--- src/design/spq_pkg.sv ---
// Shared types and constants of the stable priority queue.
`timescale 1ns / 1ps
package spq_pkg;

	localparam int CAPACITY_DEF = 16;
	localparam int PRIO_W       = 8;
	localparam int NAME_W       = 24;
	localparam int STATUS_W     = 2;
	localparam int OUT_COUNT_W  = 5;

	localparam logic [1:0] CMD_INSERT  = 2'd0;
	localparam logic [1:0] CMD_EXECUTE = 2'd1;
	localparam logic [1:0] CMD_COUNT   = 2'd2;

	localparam logic [STATUS_W-1:0] ST_OK        = 2'd0;
	localparam logic [STATUS_W-1:0] ST_UNDERFLOW = 2'd1;
	localparam logic [STATUS_W-1:0] ST_FULL      = 2'd2;

	typedef struct packed {
		logic [1:0]        command;
		logic [PRIO_W-1:0] new_prio;
		logic [NAME_W-1:0] new_name;
	} cmd_t;

	typedef struct packed {
		logic [PRIO_W-1:0]      out_prio;
		logic [NAME_W-1:0]      out_name;
		logic [STATUS_W-1:0]    out_status;
		logic [OUT_COUNT_W-1:0] out_count;
		logic                   out_empty;
	} rsp_t;

	// Commands from the controller to the datapath.
	typedef struct packed {
		logic capture;
		logic run;
	} ctrl_t;

endpackage

--- src/design/spq_stream_if.sv ---
// Valid/ready channel interface carrying one payload beat.
`timescale 1ns / 1ps
interface spq_stream_if #(parameter type payload_t = logic) ();
	logic     valid;
	logic     ready;
	payload_t payload;

	modport source (output valid, output payload, input ready);
	modport sink (input valid, input payload, output ready);
endinterface

--- src/design/spq_ctrl.sv ---
// Controller state machine: sequences capture, update and result handoff.
`timescale 1ns / 1ps
module spq_ctrl (
	input  logic          clk,
	input  logic          arst_n,
	input  logic          cmd_valid,
	output logic          cmd_ready,
	output logic          rsp_valid,
	input  logic          rsp_ready,
	output spq_pkg::ctrl_t ctl
);
	import spq_pkg::*;

	typedef enum logic {
		IDLE,
		RUN
	} state_t;

	state_t state_q;
	logic   ready_q;
	logic   out_valid_q;
	logic   accept;
	logic   out_free;

	assign accept      = cmd_valid && ready_q;
	assign out_free    = !out_valid_q || rsp_ready;
	assign ctl.capture = accept;
	assign ctl.run     = (state_q == RUN) && out_free;
	assign cmd_ready   = ready_q;
	assign rsp_valid   = out_valid_q;

	always_ff @(posedge clk or negedge arst_n) begin
		if (!arst_n) begin
			state_q     <= IDLE;
			ready_q     <= 1'b1;
			out_valid_q <= 1'b0;
		end else begin
			unique case (state_q)
				IDLE: begin
					if (out_valid_q && rsp_ready) begin
						out_valid_q <= 1'b0;
					end
					if (accept) begin
						state_q <= RUN;
						ready_q <= 1'b0;
					end
				end
				RUN: begin
					// The result register must be free before the update commits.
					// A waiting beat that leaves in this cycle is replaced at once.
					if (out_free) begin
						state_q     <= IDLE;
						ready_q     <= 1'b1;
						out_valid_q <= 1'b1;
					end
				end
				default: begin
					state_q <= IDLE;
				end
			endcase
		end
	end

endmodule

--- src/design/spq_dp.sv ---
// Datapath: command register, sorted row of entry cells, count and result register.
`timescale 1ns / 1ps
module spq_dp #(
	parameter int CAPACITY = spq_pkg::CAPACITY_DEF
) (
	input  logic           clk,
	input  logic           arst_n,
	input  spq_pkg::ctrl_t ctl,
	input  spq_pkg::cmd_t  cmd_in,
	output spq_pkg::rsp_t  rsp_out
);
	import spq_pkg::*;

	localparam int CW = $clog2(CAPACITY + 1);

	cmd_t              item_q;
	rsp_t              rsp_q;
	logic [PRIO_W-1:0] prio_q [CAPACITY];
	logic [NAME_W-1:0] name_q [CAPACITY];
	logic [CW-1:0]     count_q;
	logic [CW-1:0]     count_nxt;
	logic [CAPACITY-1:0] gt;
	logic              full;
	logic              empty;
	logic              do_ins;
	logic              do_exe;
	logic [STATUS_W-1:0] status;

	assign full   = (count_q == CW'(CAPACITY));
	assign empty  = (count_q == '0);
	assign do_ins = ctl.run && (item_q.command == CMD_INSERT) && !full;
	assign do_exe = ctl.run && (item_q.command == CMD_EXECUTE) && !empty;

	// Each stored cell flags whether it ranks strictly behind the new entry;
	// the row stays sorted, so the flags form one run up to the count.
	always_comb begin
		for (int i = 0; i < CAPACITY; i++) begin
			gt[i] = (CW'(i) < count_q) && (prio_q[i] > item_q.new_prio);
		end
	end

	always_comb begin
		count_nxt = count_q;
		status    = ST_OK;
		case (item_q.command)
			CMD_INSERT: begin
				if (full) begin
					status = ST_FULL;
				end else begin
					count_nxt = count_q + CW'(1);
				end
			end
			CMD_EXECUTE: begin
				if (empty) begin
					status = ST_UNDERFLOW;
				end else begin
					count_nxt = count_q - CW'(1);
				end
			end
			default: begin
				status = ST_OK;
			end
		endcase
	end

	for (genvar g = 0; g < CAPACITY; g++) begin : g_cell
		logic ins_here;
		assign ins_here = gt[g] || (CW'(g) == count_q);

		if (g == 0) begin : g_head
			always_ff @(posedge clk) begin
				if (do_ins && ins_here) begin
					prio_q[g] <= item_q.new_prio;
					name_q[g] <= item_q.new_name;
				end else if (do_exe) begin
					prio_q[g] <= prio_q[g+1];
					name_q[g] <= name_q[g+1];
				end
			end
		end else if (g == CAPACITY - 1) begin : g_tail
			always_ff @(posedge clk) begin
				if (do_ins && ins_here) begin
					prio_q[g] <= gt[g-1] ? prio_q[g-1] : item_q.new_prio;
					name_q[g] <= gt[g-1] ? name_q[g-1] : item_q.new_name;
				end
			end
		end else begin : g_mid
			always_ff @(posedge clk) begin
				if (do_ins && ins_here) begin
					prio_q[g] <= gt[g-1] ? prio_q[g-1] : item_q.new_prio;
					name_q[g] <= gt[g-1] ? name_q[g-1] : item_q.new_name;
				end else if (do_exe) begin
					prio_q[g] <= prio_q[g+1];
					name_q[g] <= name_q[g+1];
				end
			end
		end
	end

	always_ff @(posedge clk or negedge arst_n) begin
		if (!arst_n) begin
			count_q <= '0;
		end else if (ctl.run) begin
			count_q <= count_nxt;
		end
	end

	always_ff @(posedge clk) begin
		if (ctl.capture) begin
			item_q <= cmd_in;
		end
		if (ctl.run) begin
			rsp_q.out_prio   <= do_exe ? prio_q[0] : '0;
			rsp_q.out_name   <= do_exe ? name_q[0] : '0;
			rsp_q.out_status <= status;
			rsp_q.out_count  <= OUT_COUNT_W'(count_nxt);
			rsp_q.out_empty  <= (count_nxt == '0);
		end
	end

	assign rsp_out = rsp_q;

endmodule

--- src/design/stable_priority_queue.sv ---
// Top level of the stable priority queue: controller and datapath.
`timescale 1ns / 1ps
// Bounded priority queue of CAPACITY entries kept in service order in a row
// of registers. An insert goes behind every entry of equal or smaller
// priority, an execute removes the head, and a count query reports the fill
// level; every command beat yields exactly one response beat. A command is
// first captured into the command register; in the update step that follows,
// the whole row shifts or opens a gap in parallel and the response register
// loads. The next command is accepted in the cycle after the response is
// loaded, even while that response still waits; a stalled response holds
// the update step. Entries are not cleared at reset; only the count is.
module stable_priority_queue #(
	parameter int CAPACITY = spq_pkg::CAPACITY_DEF
) (
	input logic          clk,
	input logic          arst_n,
	spq_stream_if.sink   cmd,
	spq_stream_if.source rsp
);
	import spq_pkg::*;

	ctrl_t ctl;
	rsp_t  rsp_data;

	spq_ctrl u_ctrl (
		.clk       (clk),
		.arst_n    (arst_n),
		.cmd_valid (cmd.valid),
		.cmd_ready (cmd.ready),
		.rsp_valid (rsp.valid),
		.rsp_ready (rsp.ready),
		.ctl       (ctl)
	);

	spq_dp #(
		.CAPACITY (CAPACITY)
	) u_dp (
		.clk     (clk),
		.arst_n  (arst_n),
		.ctl     (ctl),
		.cmd_in  (cmd.payload),
		.rsp_out (rsp_data)
	);

	assign rsp.payload = rsp_data;

endmodule
--- src/flat_wrapper.sv ---
// flat-port wrapper written by rule: the top's interface ports become plain ports
module stable_priority_queue_flat import spq_pkg::*;
#(
	parameter int CAPACITY = spq_pkg::CAPACITY_DEF
)
  (clk, arst_n, cmd_valid, cmd_payload, cmd_ready, rsp_valid, rsp_payload, rsp_ready);
  spq_stream_if cmd_i ();
  spq_stream_if rsp_i ();
  input logic clk;
  input logic arst_n;
  input wire logic [$bits(cmd_i.valid)-1:0] cmd_valid;
  input wire logic [$bits(cmd_i.payload)-1:0] cmd_payload;
  output wire logic [$bits(cmd_i.ready)-1:0] cmd_ready;
  output wire logic [$bits(rsp_i.valid)-1:0] rsp_valid;
  output wire logic [$bits(rsp_i.payload)-1:0] rsp_payload;
  input wire logic [$bits(rsp_i.ready)-1:0] rsp_ready;
  assign cmd_i.valid = cmd_valid;
  assign cmd_i.payload = cmd_payload;
  assign cmd_ready = cmd_i.ready;
  assign rsp_valid = rsp_i.valid;
  assign rsp_payload = rsp_i.payload;
  assign rsp_i.ready = rsp_ready;
  stable_priority_queue #(.CAPACITY(CAPACITY)) u_core (.clk(clk), .arst_n(arst_n), .cmd(cmd_i), .rsp(rsp_i));
endmodule
--- config.mk ---
export PLATFORM = sky130hd
export DESIGN_NAME = stable_priority_queue_flat
export DESIGN_NICKNAME = d
export VERILOG_FILES = /design/src/design/spq_pkg.sv /design/src/design/spq_stream_if.sv /design/src/design/spq_ctrl.sv /design/src/design/spq_dp.sv /design/src/design/stable_priority_queue.sv /design/src/flat_wrapper.sv
export SDC_FILE = /design/constraint.sdc
export NUM_CORES = 1
export LEC_CHECK = 0
export ABC_AREA = 1
export BUFFER_PORTS_ARGS = -buffer_cell sky130_fd_sc_hd__buf_2
export CAP_MARGIN = 20
export CORE_MARGIN = 2
export CORE_UTILIZATION = 60
export CTS_CLUSTER_DIAMETER = 50
export DETAILED_ROUTE_END_ITERATION = 16
export GPL_TIMING_DRIVEN = 0
export PLACE_DENSITY = 0.76
export SLEW_MARGIN = 20
export SYNTH_ARGS = -nofsm -noshare
export SYNTH_HDL_FRONTEND = slang
export SYNTH_HIERARCHICAL = 1
export SYNTH_SLANG_ARGS = --single-unit
--- constraint.sdc ---
create_clock -name clk -period 9.2 [get_ports clk]
set_clock_uncertainty 0.1 [all_clocks]
set_input_delay 1.84 -clock clk [delete_from_list [all_inputs] [get_ports clk]]
set_output_delay 1.84 -clock clk [all_outputs]
set_load 0.02 [all_outputs]
# ---- Word-level counts from Yosys, hierarchy flattened
# Index checks and enable logic that the tools add are counted.
dict set report word_totals {
  reg_bits 9
  latch_bits 0
  mem_bits_rw 0
  romBits 0
  input_bits 5
  output_inout_bits 3
  n_memories 0
}
dict set report classes {
  addsub 1
  mul 0
  n_div 0
  order_cmp 0
  eq_ne 4
  shift 0
  muxes 9
  bitwise 1
  reduce_logical 8
}
# op n
set op_table {}
lappend op_table {{$pmux W1 S2} 3}
lappend op_table {{$add A5 B1 Y5 const B} 1}
lappend op_table {{$eq A5 B5 Y1 const B} 1}
lappend op_table {{$logic_not A5 Y1} 1}
lappend op_table {{$mux W1} 5}
lappend op_table {{$mux W5} 1}
lappend op_table {{$ne A2 B2 Y1 const B} 2}
lappend op_table {{$reduce_and A2 Y1} 2}
lappend op_table {{$logic_and A1 B1 Y1} 3}
lappend op_table {{$ne A2 B1 Y1 const B} 1}
lappend op_table {{$logic_not A1 Y1} 1}
lappend op_table {{$logic_or A1 B1 Y1} 1}
lappend op_table {{$not A1 Y1} 1}

# ---- Depth between registers and ports, before layout
# Gate-level depths: netlist of run 1.
dict set report depth {
  ltp_word 4
  ltp_mapped 10
  depth_no_buf 10
}

# ---- Hierarchy
# Netlist of run 1, hierarchy kept.
# mod n_inst cells_per_inst area_per_inst_um2
set by_module_without_submodules {}
lappend by_module_without_submodules {spq_dp 1 4451 35031.1}
lappend by_module_without_submodules {spq_ctrl 1 18 137.6}
lappend by_module_without_submodules {stable_priority_queue 1 1 3.8}

# ---- Worst setup path before layout of run 1
# No wires, ideal clock.
dict set report synth_path {
  path_kind {in2reg}
  start {input port rsp_ready}
  end {register, netlist name u_core/u_dp/name_q[1][168]}
  setup_time_ps 432
  t_arrival_ps 5221
  setup_slack_ps 3447
  path_stages 9
  path_cell_list {inv_1 -> nand2_1 -> nand2_1 -> inv_1 -> clkbuf_1 -> inv_1 -> nor2_1 -> nand2_1 -> a21oi_1}
}
# item line
set synth_rtl {}
lappend synth_rtl {{start: declaration} flat_wrapper.sv:16} ;# input wire logic [$bits(rsp_i.ready)-1:0] rsp_ready;

# ---- Final worst setup path of run 1
dict set report layout_path {
  start {register u_core.u_ctrl.ready_q (netlist: u_core/u_ctrl/cmd_ready)}
  end {output port cmd_ready}
}
# item line
set layout_rtl {}
lappend layout_rtl {{start: declaration} spq_ctrl.sv:20} ;# logic ready_q;
lappend layout_rtl {{start signal: assignment} spq_ctrl.sv:35} ;# ready_q <= 1'b1;
lappend layout_rtl {{start signal: assignment} spq_ctrl.sv:45} ;# ready_q <= 1'b0;
lappend layout_rtl {{start signal: assignment} spq_ctrl.sv:53} ;# ready_q <= 1'b1;
lappend layout_rtl {{end: declaration} flat_wrapper.sv:13} ;# output wire logic [$bits(cmd_i.ready)-1:0] cmd_ready;
# No word-level cell between the ends.

==> results of run 1 <==
## cell type report
| cell class | count | share of cell area |
|---|---|---|
| tap | 14 | 0.0208 |
| buffer | 4 | 0.0282 |
| multi-input combinational | 83 | 0.459 |
| clock buffer | 4 | 0.0312 |
| sequential | 11 | 0.346 |
| inverter | 17 | 0.0788 |
| timing repair buffer | 6 | 0.0357 |
## power breakdown
group	internal, mW	switching [mW]	total [mW]
Sequential	0.0501	0.0000000000000000127	0.0501
Combinational	0.000549	0.00102	0.00157
Clock	0.0167	0.0140	0.0307
## worst paths after layout
path	endpoint	cells after the start	from
worst max register to register	u_core/u_dp/rsp_out[0]$_DFFE_PP_	8	u_core/u_dp/count_q[1]$_DFFE_PN0P_
worst min-delay path	u_core/u_ctrl/cmd_ready$_DFFE_PN1P_	2	u_core/u_ctrl/cmd_ready$_DFFE_PN1P_
worst min register to register	u_core/u_ctrl/cmd_ready$_DFFE_PN1P_	2	u_core/u_ctrl/cmd_ready$_DFFE_PN1P_
worst max-delay path	cmd_ready	1	u_core/u_ctrl/cmd_ready$_DFFE_PN1P_
min in group asynchronous	u_core/u_dp/count_q[0]$_DFFE_PN0P_	1	arst_n
max in group asynchronous	u_core/u_ctrl/cmd_ready$_DFFE_PN1P_	1	arst_n
## worst register-to-register path: stages (launching register included)
cell and delay, ps:
dfrtp_1 430, inv_1 100, ha_1 230, nand2_1 80, nor2_1 40, nor2_1 260
nand3_1 150, a21oi_1 210, nor2_1 70
## placed cells by master (no fill, tap or decap), types with 3 or more instances in the layout
cell / instances
nor2_1: 11
ha_1: 3
edfxtp_1: 3
inv_1: 14
clkbuf_4: 3
buf_2: 7
nand2_1: 43
dfrtp_1: 7
nand3_1: 12
o21ai_0: 5
## routing by layer
layer  track usage  part of all wire  up-vias
met3        0.0625             0.025        4
met5             0                 0        -
met2         0.373              0.49       11
li1              -                 -      369
met4        0.0948             0.018        0
met1         0.270              0.46      288
## stage by stage
step	cells	total power, mW	utilization	hold WS [ps]	area, um2
2_1_floorplan	115	0.0514	-	380	768
3_3_place_gp	135	0.0527	0.715	360	816
3_5_place_dp	135	0.0527	0.715	383	816
4_1_cts	139	0.0839	0.738	395	842
5_1_grt	139	0.0862	0.738	439	842
6_report	139	0.0824	0.738	401	842
## sequential cells by signal, summed over array words and instances, names as in the netlist
| register | flops |
|---|---|
| u_core/u_dp/item_q | 2 |
| u_core/u_dp/count_q | 5 |
| u_core/u_ctrl/cmd_ready | 1 |
| u_core/u_dp/rsp_out | 1 |
| u_core/u_ctrl/state_q | 1 |
| u_core/u_ctrl/rsp_valid | 1 |
==> impl_metrics.yaml, run 1 <==
timing:
  grt_setup_unrepaired: "false"
  fin_crit_sh: 0.316
  slew_violations: 0
  setup_tns_ps: 0
  finalHoldViolCount: 0
  period_needed_ps: 2910
  layout_setup_ws_ps: 6290
  setup_viol: 0
  max_freq_mhz: 344
drt:
  drtIter0Drc: 19
  drc: 0
  num_vias: 672
  viasPerCell: 4.83
  ant_nets: 0
  dr.pass1.iters: 4
  wl_um: 1360
  wl_per_cell_um: 9.81
critical_path:
  slowest_delay_ps: 550
  crit_fanout: 3
  path_buf_inv: 1
  critPathArrivalTime_ps: 970
  setup.worst_path.start_class: "flop"
  crit_required_ps: 7260
  cp_slowest_cell: "dfstp_2"
  path_class: "reg -> out"
  r2r_setup_slack_ps: 7300
  path_cells: "buf_2"
  cp_top_family: "flip-flops"
  end_kind: "output pin"
floorplan:
  die_x_um: 39.7
  start_util: 0.670
  coreArea_um2: 1140
  num_rows: 12
  dieArea_um2: 1580
  fp.dieH_um: 39.7
  io_pins: 8
status:
  run_status: "complete, no violations"
logic_synthesis:
  yosysWarnings: 6
  syn_inst: 114
  synth_area_per_cell_um2: 6.71
  syn_area_um2: 764
run:
  cap_violations: 0
placed_design:
  io_buffers: 6
  gp_congestion: 0.770
  dp_slack_ps: 6320
  place_hpwl_um: 1120
cts:
  numCtsBuffers: 3
  cts_buffer_depth: 2
  insertion_delay_ps: 260
  htree_levels: 1
  cts_root_buffer: "clkbuf_4"
  numClockSinks: 11
  post_cts.repair.setup_buffers: 0
  ctsResizeCount: 0
  cts_hold_buffers: 0
  clk_pin_slew_ps: 70
  cts_tree: "yes"
pwr:
  vdd_drop_max_mv: 0.101
  leakage_nw: 0.476
  powerDensity_nw_per_um2: 97.8
global_routing:
  gr-total-overflow: 0
  grt_usage: 0.225
  grt_pass1_vias: 575
  grt_pass1_wl_um: 2280
  grt_max_degree: 11
  antenna_found_initial: 0
cells_and_area:
  n_antenna_cell: 0
  drive_gt1_frac: 0.144
  nets: 134
  register_area_um2: 292
  area_growth_pct: 10.1
  multi_input_area_um2: 387
  fillers: 96
min_path:
  hp-class: "reg -> reg"
(Power assumes the default switching activity.)
==> inputs of run 2 (changes only) <==
--- a/config.mk
+++ b/config.mk
@@ -5,7 +5,7 @@
 export SDC_FILE = /design/constraint.sdc
 export NUM_CORES = 1
 export LEC_CHECK = 0
-export ABC_AREA = 1
+export ABC_AREA = 0
 export BUFFER_PORTS_ARGS = -buffer_cell sky130_fd_sc_hd__buf_2
 export CAP_MARGIN = 20
 export CORE_MARGIN = 2
==> constraint.sdc (replaced) <==
create_clock -name clk -period 3 [get_ports clk]
set_clock_uncertainty 0.1 [all_clocks]
set_input_delay 0.6 -clock clk [delete_from_list [all_inputs] [get_ports clk]]
set_output_delay 0.6 -clock clk [all_outputs]
set_load 0.02 [all_outputs]
==> run 2 against run 1 <==
  * Flip-flop and latch count unchanged
  * Count of clock-buffer cells in the layout unchanged
  * Combinational power rose to 3.0 times the previous value
  * Die area up 5.0%
  * Critical endpoint is now u_core/u_dp/rsp_out[0]$_DFFE_PP_
  * Clock power rose to 3.1 times the previous value
  * Wire length up 15%
  * Via count down 1.6%
  * Synthesized area up 5.6%
  * Critical path depth up 7
  * Critical path type is now reg -> reg
  * Largest cell class unchanged
==> impl_metrics.yaml, run 2 <==
critical_path:
  path_buf_inv: 3
  setup.worst_path.start_class: "flop"
  crit_top_cell: "buf_2"
  cp_top_family: "simple AND/OR/NAND/NOR gates"
  crit_required_ps: 2970
  crit_fanout: 5
  cp_slowest_cell: "or4b_1"
  path_class: "reg -> reg"
  end_kind: "flop"
  slowest_delay_ps: 440
  critPathArrivalTime_ps: 2390
  path_cells: "buf_2 > inv_1 > ha_1 > or4b_1 > buf_2 > a31oi_1 > o21ai_0 > nor4b_1"
timing:
  setup_tns_ps: 0
  fin_crit_sh: 0.808
  layout_setup_ws_ps: 575
  finalHoldViolCount: 0
  holdWs_ps: 63.6
  setup_viol: 0
  max_freq_mhz: 412
  period_needed_ps: 2420
  grt_setup_unrepaired: "false"
  slew_violations: 0
min_path:
  hp-class: "in -> async"
cells_and_area:
  final_common_cell: "buf_2"
  largestRegisters: "u_core/u_dp/count_q (5), u_core/u_dp/item_q (2)"
  design_area_um2: 886
  instances_no_fill: 117
  n_antenna_cell: 0
  top_register: "u_core/u_dp/count_q"
  layout_common_cells: "17 x buf_2, 7 x dfrtp_1, 5 x clkbuf_1, 5 x inv_1"
  area_growth_pct: 9.77
  largest_reg_flops: 5
  nets: 111
  fin_util: 0.689
  drive_gt1_frac: 0.284
pwr:
  total_power_mw: 0.254
  powerDensity_nw_per_um2: 287
  leakage_nw: 0.409
  vdd_drop_max_mv: 0.302
placed_design:
  dp_slack_ps: 606
  gp_congestion: 0.820
  place_hpwl_um: 1260
  io_buffers: 6
  dpl.cell_count: 113
  dpl_cell_area_um2: 860
global_routing:
  use_met2: 0.381
  antenna_found_initial: 0
  grt_usage: 0.226
  busiest_layer: "met2"
  gr-total-overflow: 0
  met1_usage: 0.277
  grt_max_degree: 10
  grt_pass1_vias: 579
  grt_use_met3: 0.0489
  grt_pass1_wl_um: 2390
logic_synthesis:
  syn_inst: 91
  synth_area_per_cell_um2: 8.87
  syn_area_um2: 807
  yosysWarnings: 6
cts:
  cts_root_buffer: "clkbuf_4"
  numClockSinks: 11
  cts_tree: "yes"
  numCtsBuffers: 3
  htree_levels: 1
  insertion_delay_ps: 260
  clk_pin_slew_ps: 70
  cts_buffer_depth: 2
  post_cts.repair.setup_buffers: 0
  ctsResizeCount: 0
  cts_hold_buffers: 0
drt:
  dr.pass1.iters: 4
  wl_per_cell_um: 13.4
  wl_um: 1560
  drtIter0Drc: 11
  ant_nets: 0
  viasPerCell: 5.65
  num_vias: 661
  drc: 0
floorplan:
  coreArea_um2: 1280
  num_rows: 13
  dieArea_um2: 1650
  fp.dieH_um: 40.7
  die_x_um: 40.7
  io_pins: 8
  start_util: 0.628
run:
  cap_violations: 0
status:
  run_status: "complete, no violations"
[run 2: changes by cell type in the layout (fill, tap and decap cells not counted), moves of 4 or more]
cell / change
nor2_1: -7
nor3_1: +4
mux2_2: +4
nand2_1: -40
nand3_1: -10
buf_2: +10
inv_1: -9
[run 2: per-layer routing]
| layer | routed length [um] | up-vias | part of all wire |
|---|---|---|---|
| met1 | 701 | 311 | 0.45 |
| met3 | 47 | 2 | 0.030 |
| met4 | 12 | 0 | 0.0077 |
| met5 | 0 | - | 0 |
| li1 | - | 337 | - |
| met2 | 802 | 11 | 0.51 |
[run 2: final timing paths]
kind / startpoint / endpoint / slack [ps] / depth (start not counted)
setup / recovery: u_core/u_dp/count_q[0]$_DFFE_PN0P_ / u_core/u_dp/rsp_out[0]$_DFFE_PP_ / 580 / 8
hold / removal: arst_n / u_core/u_ctrl/rsp_valid$_DFFE_PN0P_ / 60 / 1
setup reg to reg: u_core/u_dp/count_q[0]$_DFFE_PN0P_ / u_core/u_dp/rsp_out[0]$_DFFE_PP_ / 580 / 8
hold reg to reg: u_core/u_ctrl/state_q$_DFF_PN0_ / u_core/u_ctrl/state_q$_DFF_PN0_ / 430 / 1
max in group asynchronous: arst_n / u_core/u_ctrl/cmd_ready$_DFFE_PN1P_ / 2500 / 1
min in group clk: u_core/u_ctrl/state_q$_DFF_PN0_ / u_core/u_ctrl/state_q$_DFF_PN0_ / 430 / 1
[run 2: layout make-up]
class	count	area, um2
timing repair buffer	6	30.0
multi-input combinational	58	412
buffer	17	85.1
sequential	11	292
inverter	6	22.5
fill	97	399
clock buffer	4	26.3
tap	15	18.8
[run 2: where the power goes]
group	switching (mW)	internal [mW]
clock	0.0441	0.0513
sequential	0	0.154
combinational	0.00294	0.00175
total	0.0470	0.207
